## src/hdl/c3f_pkg.sv

```systemverilog
// Shared constants and controller/datapath interface types for the 3x3 RGB filter.
`timescale 1ns / 1ps
package c3f_pkg;

  localparam int MAX_WIDTH      = 2048;
  localparam int MAX_HEIGHT     = 2048;
  localparam int ADDR_BITS      = $clog2(MAX_WIDTH);
  localparam int POS_BITS       = 11;
  localparam int DIM_BITS       = 12;
  localparam int PIX_BITS       = 8;
  localparam int NUM_CH         = 3;
  localparam int RGB_BITS       = NUM_CH * PIX_BITS;
  localparam int COEF_BITS      = 12;
  localparam int COEF_FRAC_BITS = 8;
  localparam int KROW_BITS      = 3 * COEF_BITS;
  localparam int NORM_BITS      = 8;
  localparam int NUM_TAPS       = 9;
  localparam int TAP_BITS       = 4;
  localparam int PROD_BITS      = PIX_BITS + 1 + COEF_BITS;
  localparam int ACC_BITS       = 25;
  localparam int QUO_BITS       = ACC_BITS - COEF_FRAC_BITS;
  localparam int STEP_BITS      = $clog2(QUO_BITS);
  localparam int OFFSET_127     = 127;
  localparam int CFG_IDX_BITS   = 3;
  localparam int OUT_BITS       = 48;

  localparam logic [CFG_IDX_BITS-1:0] CFG_IMAGE_WIDTH   = 3'd0;
  localparam logic [CFG_IDX_BITS-1:0] CFG_IMAGE_HEIGHT  = 3'd1;
  localparam logic [CFG_IDX_BITS-1:0] CFG_KERNEL_TOP    = 3'd2;
  localparam logic [CFG_IDX_BITS-1:0] CFG_KERNEL_MIDDLE = 3'd3;
  localparam logic [CFG_IDX_BITS-1:0] CFG_KERNEL_BOTTOM = 3'd4;
  localparam logic [CFG_IDX_BITS-1:0] CFG_NORMALISER    = 3'd5;

  localparam logic [DIM_BITS-1:0]  RST_WIDTH  = 12'd640;
  localparam logic [DIM_BITS-1:0]  RST_HEIGHT = 12'd480;
  localparam logic [KROW_BITS-1:0] RST_KROW   = 36'h100100100;
  localparam logic [NORM_BITS-1:0] RST_NORM   = 8'd9;

  typedef struct packed {
    logic                accept;
    logic                mem_rd;
    logic                shift;
    logic                mac;
    logic [TAP_BITS-1:0] tap;
    logic                div_init;
    logic                div_step;
    logic                out_load;
  } c3f_cmd_t;

  typedef struct packed {
    logic interior;
    logic out_free;
  } c3f_sts_t;

endpackage

```

## src/hdl/c3f_ctrl.sv

```systemverilog
// Controller: sequences line-store access, window shift, kernel taps and divider steps.
`timescale 1ns / 1ps
module c3f_ctrl (
  input  logic              clk_i,
  input  logic              rst_ni,
  input  logic              in_valid_i,
  output logic              in_ready_o,
  input  c3f_pkg::c3f_sts_t sts_i,
  output c3f_pkg::c3f_cmd_t cmd_o
);
  import c3f_pkg::*;

  typedef enum logic [2:0] {
    ST_IDLE, ST_READ, ST_SHIFT, ST_MAC, ST_LOAD, ST_DIV, ST_DONE
  } state_e;

  state_e               state_q;
  logic                 rdy_q;
  logic [TAP_BITS-1:0]  tap_q;
  logic [STEP_BITS-1:0] step_q;

  always_ff @(posedge clk_i or negedge rst_ni) begin
    if (!rst_ni) begin
      state_q <= ST_IDLE;
      rdy_q   <= 1'b1;
      tap_q   <= '0;
      step_q  <= '0;
    end else begin
      unique case (state_q)
        ST_IDLE: begin
          if (in_valid_i && rdy_q) begin
            state_q <= ST_READ;
            rdy_q   <= 1'b0;
          end
        end
        ST_READ: state_q <= ST_SHIFT;
        ST_SHIFT: begin
          tap_q <= '0;
          if (sts_i.interior) begin
            state_q <= ST_MAC;
          end else begin
            state_q <= ST_IDLE;
            rdy_q   <= 1'b1;
          end
        end
        ST_MAC: begin
          tap_q <= tap_q + TAP_BITS'(1);
          if (tap_q == TAP_BITS'(NUM_TAPS - 1)) state_q <= ST_LOAD;
        end
        ST_LOAD: begin
          step_q  <= '0;
          state_q <= ST_DIV;
        end
        ST_DIV: begin
          step_q <= step_q + STEP_BITS'(1);
          if (step_q == STEP_BITS'(QUO_BITS - 1)) state_q <= ST_DONE;
        end
        ST_DONE: begin
          if (sts_i.out_free) begin
            state_q <= ST_IDLE;
            rdy_q   <= 1'b1;
          end
        end
        default: state_q <= ST_IDLE;
      endcase
    end
  end

  assign in_ready_o      = rdy_q;
  assign cmd_o.accept    = rdy_q && in_valid_i;
  assign cmd_o.mem_rd    = (state_q == ST_READ);
  assign cmd_o.shift     = (state_q == ST_SHIFT);
  assign cmd_o.mac       = (state_q == ST_MAC);
  assign cmd_o.tap       = tap_q;
  assign cmd_o.div_init  = (state_q == ST_LOAD);
  assign cmd_o.div_step  = (state_q == ST_DIV);
  assign cmd_o.out_load  = (state_q == ST_DONE) && sts_i.out_free;

  a_rdy_idle: assert property (@(posedge clk_i) disable iff (!rst_ni)
    rdy_q |-> state_q == ST_IDLE) else $error("ready outside idle");
  a_tap_range: assert property (@(posedge clk_i) disable iff (!rst_ni)
    state_q == ST_MAC |-> tap_q < TAP_BITS'(NUM_TAPS)) else $error("tap out of range");
  a_load_ret: assert property (@(posedge clk_i) disable iff (!rst_ni)
    cmd_o.out_load |=> state_q == ST_IDLE && rdy_q) else $error("no return after load");
  a_border: assert property (@(posedge clk_i) disable iff (!rst_ni)
    (state_q == ST_SHIFT && !sts_i.interior) |=> rdy_q) else $error("border stalled");

endmodule

```

## config.mk

```make
export PLATFORM = sky130hd
export DESIGN_NAME = c3f_ctrl
export DESIGN_NICKNAME = d
export VERILOG_FILES = /design/src/hdl/c3f_pkg.sv /design/src/hdl/c3f_ctrl.sv
export SDC_FILE = /design/constraint.sdc
export NUM_CORES = 1
export LEC_CHECK = 0
export ABC_CLOCK_PERIOD_IN_PS = 1800
export BUFFER_PORTS_ARGS = -buffer_cell sky130_fd_sc_hd__buf_2
export CAP_MARGIN = 10
export CORE_ASPECT_RATIO = 0.5
export CORE_UTILIZATION = 24
export DETAILED_ROUTE_END_ITERATION = 16
export GPL_ROUTABILITY_DRIVEN = 0
export PLACE_DENSITY = 0.47
export SLEW_MARGIN = 20
export SYNTH_ARGS = -nofsm -noshare
export SYNTH_HDL_FRONTEND = slang
export SYNTH_SLANG_ARGS = --single-unit
```

## constraint.sdc

```tcl
create_clock -name clk_i -period 1.8 [get_ports clk_i]
set_input_delay 0.27 -clock clk_i [delete_from_list [all_inputs] [get_ports clk_i]]
set_output_delay 0.27 -clock clk_i [all_outputs]
set_load 0.005 [all_outputs]
```

# Word level (Yosys, flattened, before mapping)
# Index checks and enable logic that the tools add are counted.
# word_totals
register_bits,13
in_bits,5
out_inout_bits,12
elab_cells,39
# op_classes
addsub,2
eq_ne,13
mux,12
n_reduce_logical,8
# op_table
operator,n
3-bit one-hot mux with 7 select lines,1
3-bit two-way mux,4
5-bit one-hot mux with 2 select lines,1
3-bit equality test (second input constant),3
4-bit one-hot mux with 2 select lines,1
4-bit AND reduction,2
3-bit by 2-bit equality test with 1-bit output (second input constant),2
2-bit inequality test (second input constant),3
5-bit by 1-bit adder with 5-bit output (second input constant),1
5-bit equality test (second input constant),1
4-bit by 1-bit adder with 4-bit output (second input constant),1
4-bit equality test (second input constant),1
2-bit by 1-bit inequality test with 1-bit output (second input constant),2
2-bit nonzero test,2
3-bit by 1-bit equality test with 1-bit output (second input constant),1
3-bit zero test,1
1-bit two-way mux,3
1-bit one-hot mux with 3 select lines,1
3-bit nonzero test,1
1-bit logical AND,2
2-bit two-way mux,1

# Depth between registers and ports, before layout
# Gate-level depths: netlist of the first run.
# depth
word_depth,3
depth_mapped,6
ltp_nobuf,6

# Worst setup path after synthesis of the first run
# No wires, ideal clock.
# synth_timing
path_kind,register to register
startpoint,reg tap_q[0]
endpoint,reg state_q[1]
setup_time_ps,125
t_arrival_ps,1312
t_required_ps,1675
setup_slack_ps,362
path_stages_with_launch,7
path_buffers,0
period_less_slack_ps,1438
path_cell_list,dfrtp_1 -> inv_1 -> ha_1 -> and3b_1 -> o22ai_2 -> nor2_1 -> mux2_4
# synth_between
elab_chain_cells,3
# synth_rtl
item,line,text
from (decl),c3f_ctrl.sv:19,logic [TAP_BITS-1:0] tap_q;
from (signal assigned),c3f_ctrl.sv:47,tap_q <= tap_q + TAP_BITS'(1);
4-bit equality test,c3f_ctrl.sv:48,if (tap_q == TAP_BITS'(NUM_TAPS - 1)) state_q <= ST_LOAD;
2-bit by 1-bit inequality test with 1-bit output (no source line),n/a,
4-bit AND reduction (no source line),n/a,
to (signal assigned),c3f_ctrl.sv:48,
to (signal assigned),c3f_ctrl.sv:52,state_q <= ST_DIV;
to (signal assigned),c3f_ctrl.sv:56,if (step_q == STEP_BITS'(QUO_BITS - 1)) state_q <= ST_DONE;
to (decl),c3f_ctrl.sv:17,state_e state_q;
# No other way between the ends.
# A chain may end at the register's enable or synchronous reset.

==> results.md, run 1 <==
- Status: finished, final reports clean
- DIE HEIGHT: 42.46 um
- Die area: 3521 um2
- H-tree lvl count: 1
- Placed insts: 141
- Hpwl dp: 1.155 mm
- Unrepaired setup endpoints after global routing: no
- Mux contribution to synthesized area: 4.459%
- Endpoints failing hold: 0
- Leak: 0.0004764 uW
- Post-synthesis cell type count: 28
- CTS tree: yes
- Vias in the first global route: 566
- WL final: around 1.6 mm
- Synth Net Count: between 90 and 100
- IO buf count: 16
- Starting Density: 25.63%
- Post-route DRC: 0
- Number of setup buffers added after CTS: 0
- Final #Nets: ~120
- Post-synth EDFFs: 0
- Endpoints failing setup: 0
- Ranking of synthesized cells by area: dfrtp_1 38%, ha_1 6.4%, nand2_1 5.3%
- Synthesized flop and latch total: 13
- Syn. warnings: 0
- Crit path setup slack, layout: 0.2044 ns
- GR Overflow Total: 0
- Hold EP: in_ready_o
- Worst ir drop on vdd: roughly 0.27 mV
- Worst Setup End Kind: output port
- Max-slew violation count: 0
- R2R Path End: state_q[1]
- Largest family of logic cells by synthesized area: simple AND/OR/NAND/NOR gates
- Layout Utilization: about 30%
- Clk_lat worst skew: 0.24 ns
- Layout cells sized above 1: roughly 22%
- Post-Synthesis Cells: 89
- Via count: 634
- First-pass GRT wire length: 2.587 mm
- CP Data Required Time: roughly 1.5 ns
- CP arrival: 1.33 ns
- Overall Power: 573.6 uW
- Synth async-reset ratio: 100.0%
- Largest net degree at the start of global routing: 15
- Maximum fanout along the worst path: 10
- Min Tclk post-route: between 1.5 and 2 ns
- DR pass1 iterations: 4
- Max clock buf depth: 2
- Reg2reg setup slack: 0.27 ns
- DRT antenna net count: 0
- Critical path launch point type: flop
- HP Class: input pin to flop
- Synth Area in Adders: 6.369%
- Simple-gate share of the synthesized area: between 20% and 30%
- Area leader, netlist: dfrtp_1
- Main synth FF type: dfrtp_1
- DRT iter0 DRCs: 32
- Ant. Diodes: 0
- P per Cell Area: 608.0 nW/um2
- Clock root cell: clkbuf_8
- Slew HR: between 70% and 80%
- Final TNS setup: 0 ns
- R2r worst-path depth: 4
- Final cell count without fillers: 146
- CTS Sinks: 13
- Sequential share of the synthesized area: approximately two fifths
- Hold wc startpoint: in_valid_i
- Top-area cell type share of the netlist area: between 30% and 40%
- Highest Clock Rate: 626.7 MHz
- Row cnt: 14
- Slew @ Worst Pin: 0.3780 ns
- Initial antenna violation count: 0
- Clock skew: 0.001324 ns
- GR Util All Layers: under 10%
- TritonCTS Buffers: 3
- Pre-CTS setup slack: 0.2700 ns
- Crit Path Category: flop to output port
- Area of the core: approximately 3100 um2
- FF-to-FF Start: state_q[1]
- Die width: 82.92 um
- Vias per cell: 4.342
- Synth Cell Area: 785.8 um2
- Final Cycle Share: 88.65%
- DR WL/cell: approximately 11 um
- Count of max-cap constraint violations: 0
- # IOs: 17
- Clock slew at reported path FFs: 0.06 ns
- Avg Inst Size Synth: 8.829 um2
- Syn-to-layout area delta: 20.06%
- WHS Path Cells: 4
- Synth Area in Compound Gates: 14.97%
- Xor-xnor portion of the synthesized cell area: 0%
[power by group]
group	internal, uW	switching, uW	leakage [uW]
Clock	156	111	0.0000228
Sequential	292	0	0.000178
Combinational	5.30	8.79	0.000276
[Yosys cell counts (2+ instances only)]
master / count
dfrtp_1: 12
nand2_1: 11
inv_1: 10
nor2_1: 7
a21oi_1: 6
o21ai_0: 6
ha_1: 4
nand2b_1: 4
nand3b_1: 4
nor3_1: 3
a22o_1: 2
mux2i_1: 2
nand4_1: 2
o21ai_1: 2
[registers in the layout, indices dropped and copies added (netlist names)]
| signal | cells |
|---|---|
| in_ready_o | 1 |
| tap_q | 4 |
| state_q | 3 |
| step_q | 5 |
[cell families (layout without fill, tap and decap cells)]
group / Yosys count / in the layout
compound gates: 19 / 19
fa+ha+maj: 4 / 4
buf+inv: 14 / 31
flops: 13 / 13
mux: 3 / 3
simple gates: 36 / 36
[per-stage QoR]
| stage | instance area, um2 | hold slack, ns |
|---|---|---|
| after CTS | 943.4 | 0.3496 |
| after floorplan | 785.8 | -0.02559 |
| after detailed placement | 888.4 | 0.1834 |
| final | 943.4 | 0.3524 |
| after global placement | 888.4 | 0.1858 |
| after global routing | 943.4 | 0.3761 |
[what timing repair did]
| item | 4_1_cts | 5_1_grt |
|---|---|---|
| hold endpoints to repair | 12 | 0 |
| hold buffers | 1 | 0 |
| resized for setup | 0 | 0 |
[layer usage]
layer  wire (um)  GRT usage [%]  vias to the layer above
met3          58          4.528                        2
met4          12          3.103                        0
met5           0              0                        -
li1            -              -                      340
met1         856          12.91                      284
met2         652          13.28                        8
[worst max-delay path: stages (launching register included)]
cell	delay, ns
dfrtp_1	0.53
inv_1	0.22
and4_1	0.22
buf_2	0.12
[layout by cell type (no fill, tap or decap), types with 3 or more instances in the layout]
cell type	count
nor3_1	3
o21ai_0	6
nand2_1	11
buf_2	16
clkbuf_8	3
dfrtp_1	12
inv_1	10
nand3b_1	4
nand2b_1	4
ha_1	4
a21oi_1	6
nor2_1	7
[final cells by class]
| type | instances | area [um2] |
|---|---|---|
| clock buffer | 4 | 45.04 |
| multi-input combinational | 62 | 394.1 |
| timing repair buffer | 17 | 90.09 |
| fill | 326 | 2122 |
| sequential | 13 | 326.6 |
| inverter | 10 | 37.54 |
| tap | 40 | 50.05 |
[how the worst max path moves through the flow]
| stage | from | to | slack, ns | cells after the start |
|---|---|---|---|---|
| 5_1_grt | state_q[0] | cmd_o[2] | 0.08 | 4 |
| 6_report | state_q[0] | cmd_o[0] | 0.20 | 3 |
| 3_3_place_gp | tap_q[0] | state_q[1] | 0.27 | 6 |
| 4_1_cts | state_q[0] | cmd_o[2] | 0.19 | 4 |
| 2_1_floorplan | tap_q[0] | state_q[1] | 0.36 | 6 |
| 3_5_place_dp | tap_q[0] | state_q[1] | 0.27 | 6 |
No activity file was read; power rests on OpenSTA's default activity.
==> run 2: changes to the inputs <==
Settings changed: MAX_ROUTING_LAYER from default to met4.
==> results.md, run 2 (same netlist as run 1, synthesis figures left out) <==
- Leading cell types in the layout, fill and taps excluded: 16 x buf_2, 12 x dfrtp_1, 11 x nand2_1
- CTS Sinks: 13
- Final hold slack: 0.3527 ns
- GR Util All Layers: 9.835%
- WL final: 1.588 mm
- Crit path largest cell delay: approximately 0.53 ns
- Pre-CTS setup slack: 0.2700 ns
- Hpwl dp: 1.155 mm
- DR WL/cell: 10.88 um
- Layout cells sized above 1: 21.70%
- IO buf count: 16
- Endpoints failing setup: 0
- Worst ir drop on vdd: 0.2712 mV
- Starting Density: 25.63%
- Hold EP: in_ready_o
- Final #Nets: 116
- CP arrival: between 1 and 1.5 ns
- TritonCTS Buffers: 3
- Endpoints failing hold: 0
- Critical path launch point type: flop
- Reg2reg setup slack: 0.27 ns
- Count of max-cap constraint violations: 0
- Cell chain of the critical path: inv_1, and4_1, buf_2
- Crit Path Category: flop to output port
- Slew @ Worst Pin: 0.3846 ns
- First-pass GRT wire length: about 2.6 mm
- Unrepaired setup endpoints after global routing: no
- Row cnt: 14
- P per Cell Area: 606.6 nW/um2
- Largest registers: step_q: 5 flops, tap_q: 4 flops, state_q: 3 flops
- FF-to-FF Start: state_q[1]
- Post-route DRC: 0
- Ant. Diodes: 0
- Highest Clock Rate: around 630 MHz
- Clock skew: 0.0008461 ns
- Layout Utilization: 30.78%
- Top reg by flops: step_q
- CP Data Required Time: between 1.5 and 2 ns
- Slowest-stage cell, CP: dfrtp_1
- Via count: 627
- DIE HEIGHT: 42.46 um
- Overall Power: 572.3 uW
- HP Class: input pin to flop
- Min Tclk post-route: 1.599 ns
- Max-slew violation count: 0
- Max clock buf depth: 2
- Vias per cell: 4.295
- CTS tree: yes
- DRT antenna net count: 0
- DRT iter0 DRCs: 30
- Vias in the first global route: approximately 560
- Clock slew at reported path FFs: 0.06 ns
- GR Overflow Total: 0
- Slew HR: 74.36%
- Worst Setup End Kind: output port
- Initial antenna violation count: 0
- # IOs: 17
- Largest net degree at the start of global routing: 15
- Die width: between 80 and 90 um
- R2r worst-path depth: 4
- Clk_lat worst skew: 0.24 ns
- H-tree lvl count: 1
- Area of the core: 3065 um2
- Multi-input gate area: 394.1 um2
- Hold wc startpoint: in_valid_i
- Clock root cell: clkbuf_8
- Final TNS setup: 0 ns
- R2R Path End: state_q[1]
- DR pass1 iterations: 4
- Max FFs per register: 5
- WHS Path Cells: 4
- FILL cells: 326
- Maximum fanout along the worst path: 10
- Syn-to-layout area delta: 20.06%
- Die area: 3521 um2
- Most common cell after layout, fill and taps aside: buf_2
- Status: finished, final reports clean
- Crit path setup slack, layout: a little over 0.2 ns
- Leak: 0.0004764 uW
- Storage element area: 326.6 um2
- Final Cycle Share: 88.81%
-- run 2: area by class of cell --
type / count / share of cell area [%]
Multi-Input combinational cell: 62 / 41.78
Sequential cell: 13 / 34.62
Timing Repair Buffer: 17 / 9.549
Tap cell: 40 / 5.305
Clock buffer: 4 / 4.775
Inverter: 10 / 3.979
-- run 2: power by group --
group	internal (uW)	total [uW]	switching (uW)	leakage [uW]
clock	156	266	109	0.0000228
combinational	5.30	14.0	8.72	0.000276
sequential	292	292	0	0.000178
total	454	572	118	0.000476
-- run 2: how the worst max path moves through the flow --
stage / endpoint / cells after the start / startpoint / slack [ns]
after detailed placement: state_q[1] / 6 / tap_q[0] / 0.27
after CTS: cmd_o[2] / 4 / state_q[0] / 0.19
final: cmd_o[0] / 3 / state_q[0] / 0.20
after global placement: state_q[1] / 6 / tap_q[0] / 0.27
after floorplan: state_q[1] / 6 / tap_q[0] / 0.36
after global routing: cmd_o[2] / 4 / state_q[0] / 0.08
-- run 2: worst max-delay path, delay by kind of cell (launching register included) --
family                 cells  cell delay, ns
DFF                        1            0.53
buffers and inverters      2            0.34
and+or+nand+nor            1            0.22
-- run 2: metrics by stage --
stage | cells | instance area, um2
final | 146 | 943.4
after global routing | 146 | 943.4
after CTS | 146 | 943.4
after detailed placement | 141 | 888.4
after global placement | 141 | 888.4
after floorplan | 89 | 785.8
-- run 2: per-layer routing --
| layer | vias to the layer above | wire length (um) | global-route usage, % |
|---|---|---|---|
| met4 | 0 | 0 | 3.103 |
| met5 | - | 0 | - |
| li1 | 341 | - | - |
| met1 | 278 | 903 | 12.91 |
| met2 | 8 | 642 | 13.28 |
| met3 | 0 | 42 | 4.528 |
-- run 2: what timing repair did --
action | in CTS | in global routing
gates resized for setup | 0 | 0
hold endpoints to repair | 12 | 0
hold buffers | 1 | 0
buffers inserted | 0 | 0
